--- src/hdl/cfvg_pkg.sv ---
`timescale 1ns / 1ps
`default_nettype none
package cfvg_pkg;

    localparam int TRIG_ENTRIES = 360;
    localparam int QUARTER_TURN = TRIG_ENTRIES / 4;
    localparam int HALF_TURN    = TRIG_ENTRIES / 2;

    localparam int CFG_IDX_W = 3;
    localparam logic [CFG_IDX_W-1:0] CFG_AMP_XY        = 3'd0;
    localparam logic [CFG_IDX_W-1:0] CFG_AMP_Z         = 3'd1;
    localparam logic [CFG_IDX_W-1:0] CFG_PERIOD_TICKS  = 3'd2;
    localparam logic [CFG_IDX_W-1:0] CFG_GRADIENT_MODE = 3'd3;
    localparam logic [CFG_IDX_W-1:0] CFG_MOVE_DIR      = 3'd4;
    localparam logic [CFG_IDX_W-1:0] CFG_PAUSE         = 3'd5;

    localparam int DIV_STEPS = 31;

    typedef enum logic [2:0] {
        ST_IDLE,
        ST_MUL_X,
        ST_MUL_Y,
        ST_RAMP_MUL,
        ST_DIV,
        ST_EMIT
    } t_state;

    typedef struct packed {
        logic [6:0] idx;
        logic       neg;
    } t_trig;

    // sine in whole degrees over one quarter turn, scaled by 32768
    function automatic logic [15:0] sine_q(input logic [6:0] idx);
        logic [15:0] v;
        case (idx)
            7'd0: v = 16'd0;         7'd1: v = 16'd572;       7'd2: v = 16'd1144;
            7'd3: v = 16'd1715;      7'd4: v = 16'd2286;      7'd5: v = 16'd2856;
            7'd6: v = 16'd3425;      7'd7: v = 16'd3993;      7'd8: v = 16'd4560;
            7'd9: v = 16'd5126;      7'd10: v = 16'd5690;     7'd11: v = 16'd6252;
            7'd12: v = 16'd6813;     7'd13: v = 16'd7371;     7'd14: v = 16'd7927;
            7'd15: v = 16'd8481;     7'd16: v = 16'd9032;     7'd17: v = 16'd9580;
            7'd18: v = 16'd10126;    7'd19: v = 16'd10668;    7'd20: v = 16'd11207;
            7'd21: v = 16'd11743;    7'd22: v = 16'd12275;    7'd23: v = 16'd12803;
            7'd24: v = 16'd13328;    7'd25: v = 16'd13848;    7'd26: v = 16'd14365;
            7'd27: v = 16'd14876;    7'd28: v = 16'd15384;    7'd29: v = 16'd15886;
            7'd30: v = 16'd16384;    7'd31: v = 16'd16877;    7'd32: v = 16'd17364;
            7'd33: v = 16'd17847;    7'd34: v = 16'd18324;    7'd35: v = 16'd18795;
            7'd36: v = 16'd19261;    7'd37: v = 16'd19720;    7'd38: v = 16'd20174;
            7'd39: v = 16'd20622;    7'd40: v = 16'd21063;    7'd41: v = 16'd21498;
            7'd42: v = 16'd21926;    7'd43: v = 16'd22348;    7'd44: v = 16'd22763;
            7'd45: v = 16'd23170;    7'd46: v = 16'd23571;    7'd47: v = 16'd23965;
            7'd48: v = 16'd24351;    7'd49: v = 16'd24730;    7'd50: v = 16'd25102;
            7'd51: v = 16'd25466;    7'd52: v = 16'd25822;    7'd53: v = 16'd26170;
            7'd54: v = 16'd26510;    7'd55: v = 16'd26842;    7'd56: v = 16'd27166;
            7'd57: v = 16'd27482;    7'd58: v = 16'd27789;    7'd59: v = 16'd28088;
            7'd60: v = 16'd28378;    7'd61: v = 16'd28660;    7'd62: v = 16'd28932;
            7'd63: v = 16'd29197;    7'd64: v = 16'd29452;    7'd65: v = 16'd29698;
            7'd66: v = 16'd29935;    7'd67: v = 16'd30163;    7'd68: v = 16'd30382;
            7'd69: v = 16'd30592;    7'd70: v = 16'd30792;    7'd71: v = 16'd30983;
            7'd72: v = 16'd31164;    7'd73: v = 16'd31336;    7'd74: v = 16'd31499;
            7'd75: v = 16'd31651;    7'd76: v = 16'd31795;    7'd77: v = 16'd31928;
            7'd78: v = 16'd32052;    7'd79: v = 16'd32166;    7'd80: v = 16'd32270;
            7'd81: v = 16'd32365;    7'd82: v = 16'd32449;    7'd83: v = 16'd32524;
            7'd84: v = 16'd32588;    7'd85: v = 16'd32643;    7'd86: v = 16'd32688;
            7'd87: v = 16'd32723;    7'd88: v = 16'd32748;    7'd89: v = 16'd32763;
            7'd90: v = 16'd32768;
            default: v = 16'd0;
        endcase
        return v;
    endfunction

    // fold an angle (0..359) onto the quarter-turn table
    function automatic t_trig trig_split(input logic [8:0] deg);
        t_trig       t;
        logic [8:0]  r;
        logic [1:0]  q;
        if (deg >= 9'(3 * QUARTER_TURN)) begin
            q = 2'd3;
            r = deg - 9'(3 * QUARTER_TURN);
        end else if (deg >= 9'(HALF_TURN)) begin
            q = 2'd2;
            r = deg - 9'(HALF_TURN);
        end else if (deg >= 9'(QUARTER_TURN)) begin
            q = 2'd1;
            r = deg - 9'(QUARTER_TURN);
        end else begin
            q = 2'd0;
            r = deg;
        end
        t.idx = q[0] ? 7'(9'(QUARTER_TURN) - r) : r[6:0];
        t.neg = q[1];
        return t;
    endfunction

endpackage
`default_nettype wire

--- src/hdl/coil_field_vector_generator_core.sv ---
`timescale 1ns / 1ps
`default_nettype none
// Six-channel coil field generator. Each input word is a tick (tuser = 0) or a
// heading command (tuser = 1, target in tdata). A command clears z and answers
// at once; a tick during a turn steps the heading one degree and rescales
// cos/sin by amp_xy through one shared 15x16 multiplier; any other unpaused
// tick forms amp_z*phase on that multiplier and divides by the period in a
// restoring divider, one quotient bit per cycle, which sets the worst-case
// rate. A paused idle tick only advances the phase and gives no word. Input
// is taken only between items; the output register lets the next item start
// while a word waits.
module coil_field_vector_generator_core
    import cfvg_pkg::*;
(
    input  wire logic                 i_clk,
    input  wire logic                 i_rst_n,
    // config write
    input  wire logic                 i_cfg_valid,
    output logic                      o_cfg_ready,
    input  wire logic [CFG_IDX_W-1:0] i_cfg_index,
    input  wire logic [15:0]          i_cfg_data,
    // input stream
    input  wire logic                 s_axis_tvalid,
    output logic                      s_axis_tready,
    input  wire logic [15:0]          s_axis_tdata,   // [8:0] target_angle
    input  wire logic                 s_axis_tuser,   // [0] cmd
    // output stream
    output logic                      m_axis_tvalid,
    input  wire logic                 m_axis_tready,
    // [15:0] drive_pz, [31:16] drive_nz, [47:32] drive_px, [63:48] drive_nx,
    // [79:64] drive_py, [95:80] drive_ny, [96] rotating
    output logic [103:0]              m_axis_tdata
);

    // config registers
    logic [14:0] r_amp_xy, r_amp_z;
    logic [15:0] r_period;
    logic        r_gradient, r_move_dir, r_pause;

    // block state
    t_state             r_state, n_state;
    logic [8:0]         r_heading, n_heading;
    logic [7:0]         r_steps, n_steps;
    logic               r_step_neg, n_step_neg;
    logic [15:0]        r_ramp, n_ramp;
    logic signed [15:0] r_fx, n_fx, r_fy, n_fy, r_fz, n_fz;

    // shared arithmetic
    logic [15:0]        r_phase, n_phase;
    logic [30:0]        r_dvd, n_dvd;
    logic [15:0]        r_rem, n_rem;
    logic [15:0]        r_per, n_per;
    logic [4:0]         r_cnt, n_cnt;

    logic               r_m_valid, n_m_valid;
    logic [103:0]       r_m_data, n_m_data;

    // combinational helpers
    logic               in_acc;
    logic [15:0]        per_eff, phase_use;
    logic [16:0]        phase_inc;
    logic [8:0]         tgt, x_deg, trig_deg;
    logic signed [10:0] del;
    t_trig              trig;
    logic [14:0]        mul_a;
    logic [15:0]        mul_b;
    logic [30:0]        prod;
    logic [31:0]        rounded;
    logic [15:0]        mag;
    logic signed [15:0] axis_val;
    logic [16:0]        div_t;
    logic               div_ge;
    logic [15:0]        pz, nz, px, nx, py, ny;

    assign o_cfg_ready   = 1'b1;
    assign s_axis_tready = (r_state == ST_IDLE);
    assign m_axis_tvalid = r_m_valid;
    assign m_axis_tdata  = r_m_data;
    assign in_acc        = s_axis_tvalid && s_axis_tready;

    always_ff @(posedge i_clk) begin
        if (!i_rst_n) begin
            r_amp_xy   <= 15'd3277;
            r_amp_z    <= 15'd3277;
            r_period   <= 16'd10;
            r_gradient <= 1'b0;
            r_move_dir <= 1'b0;
            r_pause    <= 1'b0;
        end else if (i_cfg_valid) begin
            case (i_cfg_index)
                CFG_AMP_XY:        r_amp_xy   <= i_cfg_data[14:0];
                CFG_AMP_Z:         r_amp_z    <= i_cfg_data[14:0];
                CFG_PERIOD_TICKS:  r_period   <= i_cfg_data;
                CFG_GRADIENT_MODE: r_gradient <= i_cfg_data[0];
                CFG_MOVE_DIR:      r_move_dir <= i_cfg_data[0];
                CFG_PAUSE:         r_pause    <= i_cfg_data[0];
                default: ;
            endcase
        end
    end

    always_ff @(posedge i_clk) begin
        if (!i_rst_n) begin
            r_state    <= ST_IDLE;
            r_heading  <= '0;
            r_steps    <= '0;
            r_step_neg <= 1'b0;
            r_ramp     <= '0;
            r_fx       <= '0;
            r_fy       <= '0;
            r_fz       <= '0;
            r_m_valid  <= 1'b0;
            r_cnt      <= '0;
        end else begin
            r_state    <= n_state;
            r_heading  <= n_heading;
            r_steps    <= n_steps;
            r_step_neg <= n_step_neg;
            r_ramp     <= n_ramp;
            r_fx       <= n_fx;
            r_fy       <= n_fy;
            r_fz       <= n_fz;
            r_m_valid  <= n_m_valid;
            r_cnt      <= n_cnt;
        end
    end

    always_ff @(posedge i_clk) begin
        r_phase  <= n_phase;
        r_dvd    <= n_dvd;
        r_rem    <= n_rem;
        r_per    <= n_per;
        r_m_data <= n_m_data;
    end

    // shared multiplier with rounding for the trig path
    always_comb begin
        x_deg    = (r_heading >= 9'(3 * QUARTER_TURN)) ? r_heading - 9'(3 * QUARTER_TURN)
                                                     : r_heading + 9'(QUARTER_TURN);
        trig_deg = (r_state == ST_MUL_X) ? x_deg : r_heading;
        trig     = trig_split(trig_deg);
        if (r_state == ST_RAMP_MUL) begin
            mul_a = r_amp_z;
            mul_b = r_phase;
        end else begin
            mul_a = r_amp_xy;
            mul_b = sine_q(trig.idx);
        end
        prod     = 31'(mul_a * mul_b);
        rounded  = {1'b0, prod} + 32'd16384;
        mag      = {1'b0, rounded[29:15]};
        axis_val = trig.neg ? -$signed(mag) : $signed(mag);
    end

    // one restoring divide step
    always_comb begin
        div_t  = {r_rem, r_dvd[30]};
        div_ge = div_t >= {1'b0, r_per};
    end

    // input decode
    always_comb begin
        per_eff   = (r_period == 16'd0) ? 16'd1 : r_period;
        phase_use = (r_ramp < per_eff) ? r_ramp : 16'd0;
        phase_inc = {1'b0, phase_use} + 17'd1;
        tgt       = (s_axis_tdata[8:0] >= 9'(TRIG_ENTRIES))
                    ? s_axis_tdata[8:0] - 9'(TRIG_ENTRIES) : s_axis_tdata[8:0];
        del       = $signed({2'b00, tgt}) - $signed({2'b00, r_heading});
        if (del > 11'sd180) begin
            del = del - 11'(TRIG_ENTRIES);
        end else if (del < -11'sd180) begin
            del = del + 11'(TRIG_ENTRIES);
        end
    end

    // gradient split of the three axes
    always_comb begin
        pz = r_fz; nz = r_fz;
        px = r_fx; nx = r_fx;
        py = r_fy; ny = r_fy;
        if (r_gradient) begin
            if (r_fz[15]) pz = '0; else nz = '0;
            if (r_fx[15]) px = '0; else nx = '0;
            if (r_fy[15]) py = '0; else ny = '0;
        end
    end

    always_comb begin
        n_state    = r_state;
        n_heading  = r_heading;
        n_steps    = r_steps;
        n_step_neg = r_step_neg;
        n_ramp     = r_ramp;
        n_fx       = r_fx;
        n_fy       = r_fy;
        n_fz       = r_fz;
        n_phase    = r_phase;
        n_dvd      = r_dvd;
        n_rem      = r_rem;
        n_per      = r_per;
        n_cnt      = r_cnt;
        n_m_valid  = r_m_valid && !m_axis_tready;
        n_m_data   = r_m_data;

        case (r_state)
            ST_IDLE: begin
                if (in_acc) begin
                    if (s_axis_tuser) begin
                        n_step_neg = del[10];
                        n_steps    = del[10] ? 8'(-del) : del[7:0];
                        n_fz       = '0;
                        n_state    = ST_EMIT;
                    end else if (r_steps != 8'd0) begin
                        if (r_step_neg) begin
                            n_heading = (r_heading == 9'd0) ? 9'(TRIG_ENTRIES - 1)
                                                            : r_heading - 9'd1;
                        end else begin
                            n_heading = (r_heading == 9'(TRIG_ENTRIES - 1)) ? 9'd0
                                                                         : r_heading + 9'd1;
                        end
                        n_steps = r_steps - 8'd1;
                        n_fz    = '0;
                        n_state = ST_MUL_X;
                    end else begin
                        n_ramp  = (phase_inc >= {1'b0, per_eff}) ? 16'd0 : phase_inc[15:0];
                        n_phase = phase_use;
                        n_per   = per_eff;
                        if (!r_pause) begin
                            n_state = ST_RAMP_MUL;
                        end
                    end
                end
            end
            ST_MUL_X: begin
                n_fx    = axis_val;
                n_state = ST_MUL_Y;
            end
            ST_MUL_Y: begin
                n_fy    = axis_val;
                n_state = ST_EMIT;
            end
            ST_RAMP_MUL: begin
                n_dvd   = prod;
                n_rem   = '0;
                n_cnt   = 5'(DIV_STEPS - 1);
                n_state = ST_DIV;
            end
            ST_DIV: begin
                n_rem = div_ge ? 16'(div_t - {1'b0, r_per}) : div_t[15:0];
                n_dvd = {r_dvd[29:0], div_ge};
                n_cnt = r_cnt - 5'd1;
                if (r_cnt == 5'd0) begin
                    n_state = ST_EMIT;
                end
            end
            ST_EMIT: begin
                // z holds the quotient only when reached through the divider
                if (!r_m_valid || m_axis_tready) begin
                    n_m_valid = 1'b1;
                    n_m_data  = {7'd0, (r_steps != 8'd0), ny, py, nx, px, nz, pz};
                    n_state   = ST_IDLE;
                end
            end
            default: n_state = ST_IDLE;
        endcase

        // divider finishing: publish signed z on the last step
        if (r_state == ST_DIV && r_cnt == 5'd0) begin
            n_fz = r_move_dir ? $signed({1'b0, n_dvd[14:0]}) : -$signed({1'b0, n_dvd[14:0]});
        end
    end

endmodule
`default_nettype wire

--- config.mk ---
export PLATFORM = sky130hd
export DESIGN_NAME = coil_field_vector_generator_core
export DESIGN_NICKNAME = d
export VERILOG_FILES = /design/src/hdl/cfvg_pkg.sv /design/src/hdl/coil_field_vector_generator_core.sv
export SDC_FILE = /design/constraint.sdc
export NUM_CORES = 2
export LEC_CHECK = 0
export ABC_AREA = 1
export BUFFER_PORTS_ARGS = -buffer_cell sky130_fd_sc_hd__clkbuf_2
export CORE_MARGIN = 2
export CORE_UTILIZATION = 63
export DETAILED_ROUTE_END_ITERATION = 10
export GPL_ROUTABILITY_DRIVEN = 0
export PLACE_DENSITY = 0.9
export SYNTH_ARGS = -nofsm -noshare
export SYNTH_HDL_FRONTEND = slang
export SYNTH_SLANG_ARGS = --single-unit
--- constraint.sdc ---
create_clock -name i_clk -period 14.55 [get_ports i_clk]
set_input_delay 1.455 -clock i_clk [delete_from_list [all_inputs] [get_ports i_clk]]
set_output_delay 1.455 -clock i_clk [all_outputs]
set_load 0.02 [all_outputs]
Word-level counts from Yosys, hierarchy flattened. Memory sizes are Yosys's and may differ from the RTL's. Index checks and enable logic that the tools add are counted.

Flip-flop bits (word level): 316. Bits in read-only memories: 2048. Input bits: 41. Output and inout bits: 107. Word-level logic and storage cells: 156. Memories: 1.

$add $sub $neg: 20. Multiply operators: 1. Order comparisons: 10. Equal/unequal tests: 15. Multiplexer cells: 55. Bitwise logic cells: 2. Reductions and logical operators: 30.

Memory list: (name not given) (words 128, width 16, rd ports 1, clocked after memory_dff 0, write ports 0, line cfvg_pkg.sv:36) `case (idx)`.

Operator list (count): 16-bit 2-to-1 mux (21); 31-bit case mux with 2 select lines (1); 15-bit 2-to-1 mux (4); 9-bit 2-to-1 mux (6); 17-bit by 16-bit >= comparator with 1-bit output (2); 15-bit negator with 16-bit output (2); 16-bit case mux with 2 select lines (1); 15-bit by 16-bit multiplier with 31-bit output (1); 30-bit by 15-bit adder with 30-bit output, second input constant (1); 7-bit 2-to-1 mux (4); 9-bit >= comparator, second input constant (3); 8-bit 2-to-1 mux (3); 11-bit 2-to-1 mux (2); 3-bit 2-to-1 mux (6); 3-bit case mux with 6 select lines (1); 9-bit subtractor, second input constant (2); 16-bit by 1-bit adder with 17-bit output, second input constant (1); 16-bit logical NOT (1); 16-bit < comparator (1); 16-bit subtractor (1); 2-bit AND reduction (7); 3-bit by 2-bit == test with 1-bit output, second input constant (4); 3-bit == test, second input constant (4); 4-bit AND reduction (3); other kinds (36) (51).

Longest topological paths before layout. An unclocked memory read counts as a cell.

Depth in word-level cells: 16. Mapped depth: 78. Depth with buffers taken out: 78.

Worst setup path before layout. OpenSTA, ideal clock, no wires.

Kind: reg2reg. Start point: reg r_heading[1]. End point: reg r_fy[11]. Setup time: 0.109 ns. Arrival time: 10.276 ns. Data required time: 14.441 ns. Slack: 4.164 ns. Stages on the path, launching flop included: 69. Buffers on the path: 1. Period minus slack after synthesis: 10.386 ns. Cells stage by stage: dfxtp_1 -> inv_1 -> ha_1 -> inv_1 -> o21ai_0 -> inv_1 -> ha_1 -> inv_1 -> nand4_1 -> nand3_1 -> nand2_2 -> nand2_2 -> nand2_1 -> nand2_1 -> nand2_1 -> nand2_1 -> nand2_1 -> nand2_1 -> (+33 left out) -> a21oi_1 -> nand2_1 -> nand2_1 -> ha_1 -> nand2_1 -> nor2_1 -> nand2_1 -> nor2_1 -> nand2_1 -> nor2_1 -> nand2_1 -> xor2_1 -> nor3b_1 -> nand2_1 -> nand3_1 -> nand3_1 -> nand2_1 -> inv_1.

Word-level cells in the longest chain between the ends: 15. Elaborated cells between the ends (all ways): 25. Those cells by class: 8 x add/sub; 1 x mul; 4 x order compare; 11 x mux; 1 x memory.

RTL lines: start, declared (line coil_field_vector_generator_core.sv:42) `logic [8:0] r_heading, n_heading;`; start signal, assigned (line coil_field_vector_generator_core.sv:116) `r_heading <= n_heading;`; 9-bit by 7-bit adder with 9-bit output, or another cell as far along (line coil_field_vector_generator_core.sv:139) `: r_heading + 9'(QUARTER_TURN);`; 9-bit 2-to-1 mux (line coil_field_vector_generator_core.sv:138) `x_deg = (r_heading >= 9'(3 * QUARTER_TURN)) ? r_heading - 9'(3 * QUARTER_TURN)`; 9-bit 2-to-1 mux (*) (line coil_field_vector_generator_core.sv:140) `trig_deg = (r_state == ST_MUL_X) ? x_deg : r_heading;`; 9-bit by 7-bit >= comparator with 1-bit output / 7-bit subtractor (equally long branches) (line cfvg_pkg.sv:84, cfvg_pkg.sv:86); 7-bit 2-to-1 mux (line cfvg_pkg.sv:84) `end else if (deg >= 9'(QUARTER_TURN)) begin`; 7-bit 2-to-1 mux (line cfvg_pkg.sv:81) `end else if (deg >= 9'(HALF_TURN)) begin`; 7-bit 2-to-1 mux (line cfvg_pkg.sv:78) `if (deg >= 9'(3 * QUARTER_TURN)) begin`; 7-bit subtractor (line cfvg_pkg.sv:91) `t.idx = q[0] ? 7'(9'(QUARTER_TURN) - r) : r[6:0];`; 7-bit 2-to-1 mux (line cfvg_pkg.sv:91); memory 128 x 16 bit; 16-bit 2-to-1 mux (line coil_field_vector_generator_core.sv:142) `if (r_state == ST_RAMP_MUL) begin`; 15-bit by 16-bit multiplier with 31-bit output (line coil_field_vector_generator_core.sv:149) `prod = 31'(mul_a * mul_b);`; 30-bit by 15-bit adder with 30-bit output (line coil_field_vector_generator_core.sv:150) `rounded = {1'b0, prod} + 32'd16384;`; 15-bit negator with 16-bit output (line coil_field_vector_generator_core.sv:152) `axis_val = trig.neg ? -$signed(mag) : $signed(mag);`; 16-bit 2-to-1 mux (*) (line coil_field_vector_generator_core.sv:152); end signal, assigned (line coil_field_vector_generator_core.sv:121) `r_fy <= n_fy;`; end, declared (line coil_field_vector_generator_core.sv:46) `logic signed [15:0] r_fx, n_fx, r_fy, n_fy, r_fz, n_fz;`.

Mark *: on every way between the ends. The rest lies on a longest branch, timed or not. A chain may end at the register's enable or synchronous reset.

Worst setup path after layout.
Start point: reg r_state[2]. End point: reg r_fy[11].

Word-level cells in the longest chain between the ends: 14. Elaborated cells between the ends (all ways): 25. Those cells by class: 6 x add/sub; 1 x mul; 3 x order compare; 3 x eq/ne; 11 x mux; 1 x memory.

RTL lines: start, declared (line coil_field_vector_generator_core.sv:41) `t_state r_state, n_state;`; start signal, assigned (line coil_field_vector_generator_core.sv:115) `r_state <= n_state;`; 3-bit by 1-bit == test with 1-bit output (line coil_field_vector_generator_core.sv:140); 9-bit 2-to-1 mux (line coil_field_vector_generator_core.sv:140); 9-bit by 7-bit >= comparator with 1-bit output / 7-bit subtractor (equally long branches) (line cfvg_pkg.sv:84, cfvg_pkg.sv:86); 7-bit 2-to-1 mux (line cfvg_pkg.sv:84); 7-bit 2-to-1 mux (line cfvg_pkg.sv:81); 7-bit 2-to-1 mux (line cfvg_pkg.sv:78); 7-bit subtractor (line cfvg_pkg.sv:91); 7-bit 2-to-1 mux (line cfvg_pkg.sv:91); memory 128 x 16 bit; 16-bit 2-to-1 mux (line coil_field_vector_generator_core.sv:142); 15-bit by 16-bit multiplier with 31-bit output (line coil_field_vector_generator_core.sv:149); 30-bit by 15-bit adder with 30-bit output (line coil_field_vector_generator_core.sv:150); 15-bit negator with 16-bit output (line coil_field_vector_generator_core.sv:152); 16-bit 2-to-1 mux (line coil_field_vector_generator_core.sv:152).

Several ways; a longest one is shown, not always the timed one.

==> results.toml <==
[status]
status = "completed"

[cts]
cts_tree = "yes"
ctsLongestPathBuffers = 3
root_buffer = "clkbuf_16"
cts_resized = 0
htree_num_levels = 1
clkTransAtPathRegs_ps = 70
cts_buffers = 28
cts.sinks = 316
clk-insertion-delay-late_ps = 570
cts_setup_buffers = 0
cts_hold_buf = 0

[timing]
fin_crit_sh = 0.9233
relSlewSlack = 0.05058
rsz0062_at_grt = "false"
finalSetupViolCount = 0
tightest_slew_ps = 1415
fin_crit_ps = 13430
tns_ps = 0
slew_violations = 0
clock_skew_ps = 9.222
hold_viol = 0
fmax_ghz = 0.07443

[critical_path]
arrival_ps = 13890
crit_path_max_fanout = 35
critical_path_buf_inv_count = 10
critical_path.top_delay_family = "simple AND/OR/NAND/NOR gates"
critPathLaunchType = "flop"
required_ps = 15010
crit_type = "reg2reg"
max_stage_delay_ps = 720
worst_path_most_repeated_cell = "nand2_1"
worstSetupEndpointType = "flop"
crit_slowest_cell = "inv_2"

[synthesis]
ys_ff_latch = 316
synth-main-ff-cell = "edfxtp_1"
async_flop_share = 0
synth.avg_cell_area_um2 = 7.606
netlist_top_cells_area = "edfxtp_1 (18%), fa_1 (13%), dfxtp_1 (11%), nand2_1 (9.9%), ha_1 (8.4%)"
synth_area_um2 = 27250
synth.top_cell.area_share = 0.1774
yosysTopAreaCell = "edfxtp_1"
yosys.cell_types.count = 63
syn_inst = 3583
seq_area_frac_synth = 0.2913
ys_warn_count = 0
synth_edf_count = 161

[placed_design]
portBuffers = 132
place_inst = 4193
dpl.hpwl_mm = 55.56

[grt]
grt_use_total = 0.3409
grt_first_pass_wirelength_mm = 122.4
grt_overflow = 0
grt_pass1_vias = 24280
antenna_found_initial = 2
grt_start_max_net_pins = 84

[route]
wl_per_cell_um = 17.90
final_antenna_net_count = 0
via_per_inst = 5.957
drtPass1Iterations = 8
dr.first_iter.drc_count = 3627
drcViolationCount = 0
wirelength_mm = 75.99
num_vias = 25300

[cells_and_area]
area_growth_pct = 6.933
mostFrequentLayoutCells = "nand2_1 (718), inv_1 (550), nor2_1 (349)"
final_cells = 4246
final_common_cell = "nand2_1"
drive_above_1_share = 0.08989
nNetsFinal = 4044

[die]
die_h_um = 212.0
dieWidth_um = 212.0
core.rowCount = 76
coreArea_um2 = 42890
io_pins = 148
initial_core_util = 0.6354
die_area_um2 = 44940

[job]
max_cap_viol_count = 0

[worst_hold_path]
min_path_type = "reg2reg"
registers in the layout (all words and copies together) (netlist names):
register	count
m_axis_tdata	97
r_dvd	31
r_fx	16
r_fy	16
r_fz	16
r_per	16
r_period	16
r_phase	16
r_ramp	16
r_rem	16
r_amp_xy	15
r_amp_z	15
r_heading	9
r_steps	8
r_cnt	5
r_state	3
m_axis_tvalid	1
r_gradient	1
r_move_dir	1
r_pause	1
r_step_neg	1
worst reg2reg max path, delay by kind of cell (launching register included):
kind / cells / cell delay [ps]
simple gates: 39 / 5640
flops: 1 / 410
fa+ha+maj: 9 / 4040
xor+xnor: 2 / 620
buf+inv: 10 / 2200
compound gates: 1 / 400
logic make-up (layout without fill, tap and decap cells):
family                   after synthesis  count (layout)  share of synthesized area
AO/OA/AOI/OAI                        574             574                     0.1148
XOR/XNOR                              88              88                    0.02828
adder cells (fa/ha/maj)              365             365                     0.2177
buffers and inverters                718             789                     0.1046
flip-flops                           316             316                     0.2913
other                                  2               9                  0.0002756
AND/OR/NAND/NOR                     1520            1520                     0.2431
stage by stage:
stage	util	instance area, um2	setup WS [ps]	hold slack (ps)
detailed placement	0.6577	28200	1687	419.0
floorplan	-	27270	4164	424.5
global route	0.6795	29140	244.3	448.1
finish	0.6795	29140	1115	432.6
global placement	0.6577	28200	1930	413.1
CTS	0.6794	29140	1544	433.6
layer usage:
| layer | global-route usage | share of wire | vias to the layer above | wire, um |
|---|---|---|---|---|
| met4 | 0.1782 | 0.061 | 2 | 4644 |
| li1 | - | - | 11660 | - |
| met5 | 0 | 0.00017 | - | 13 |
| met3 | 0.06942 | 0.12 | 354 | 9044 |
| met2 | 0.5326 | 0.44 | 1698 | 33580 |
| met1 | 0.4498 | 0.38 | 11580 | 28710 |
final timing paths:
path | from | to | slack [ps] | cells past startpoint
max | r_state[2] | r_fy[11] | 1120 | 61
max reg2reg | r_state[2] | r_fy[11] | 1120 | 61
min | r_period[11] | r_per[11] | 430 | 0
min reg2reg | r_period[11] | r_per[11] | 430 | 0
synth_stat cells, types with 60 or more instances:
library cell / number
a21oi_1: 274
clkbuf_1: 83
dfxtp_1: 155
edfxtp_1: 161
fa_1: 182
ha_1: 183
inv_1: 551
nand2_1: 719
nand3_1: 268
nor2_1: 350
o21ai_0: 199
xor2_1: 60
final cells by class:
| cell class | instances | area [um2] |
|---|---|---|
| antenna | 1 | 2.502 |
| fill | 3193 | 13750 |
| multi-input combinational | 2555 | 16510 |
| tap | 585 | 732.0 |
| clock buffer | 37 | 805.8 |
| sequential | 316 | 7938 |
| inverter | 580 | 2180 |
| clock inverter | 15 | 127.6 |
| timing repair buffer | 157 | 848.3 |
Power is not shown: default switching activity piles up to over one toggle a cycle in this logic, so the estimate is an artifact.
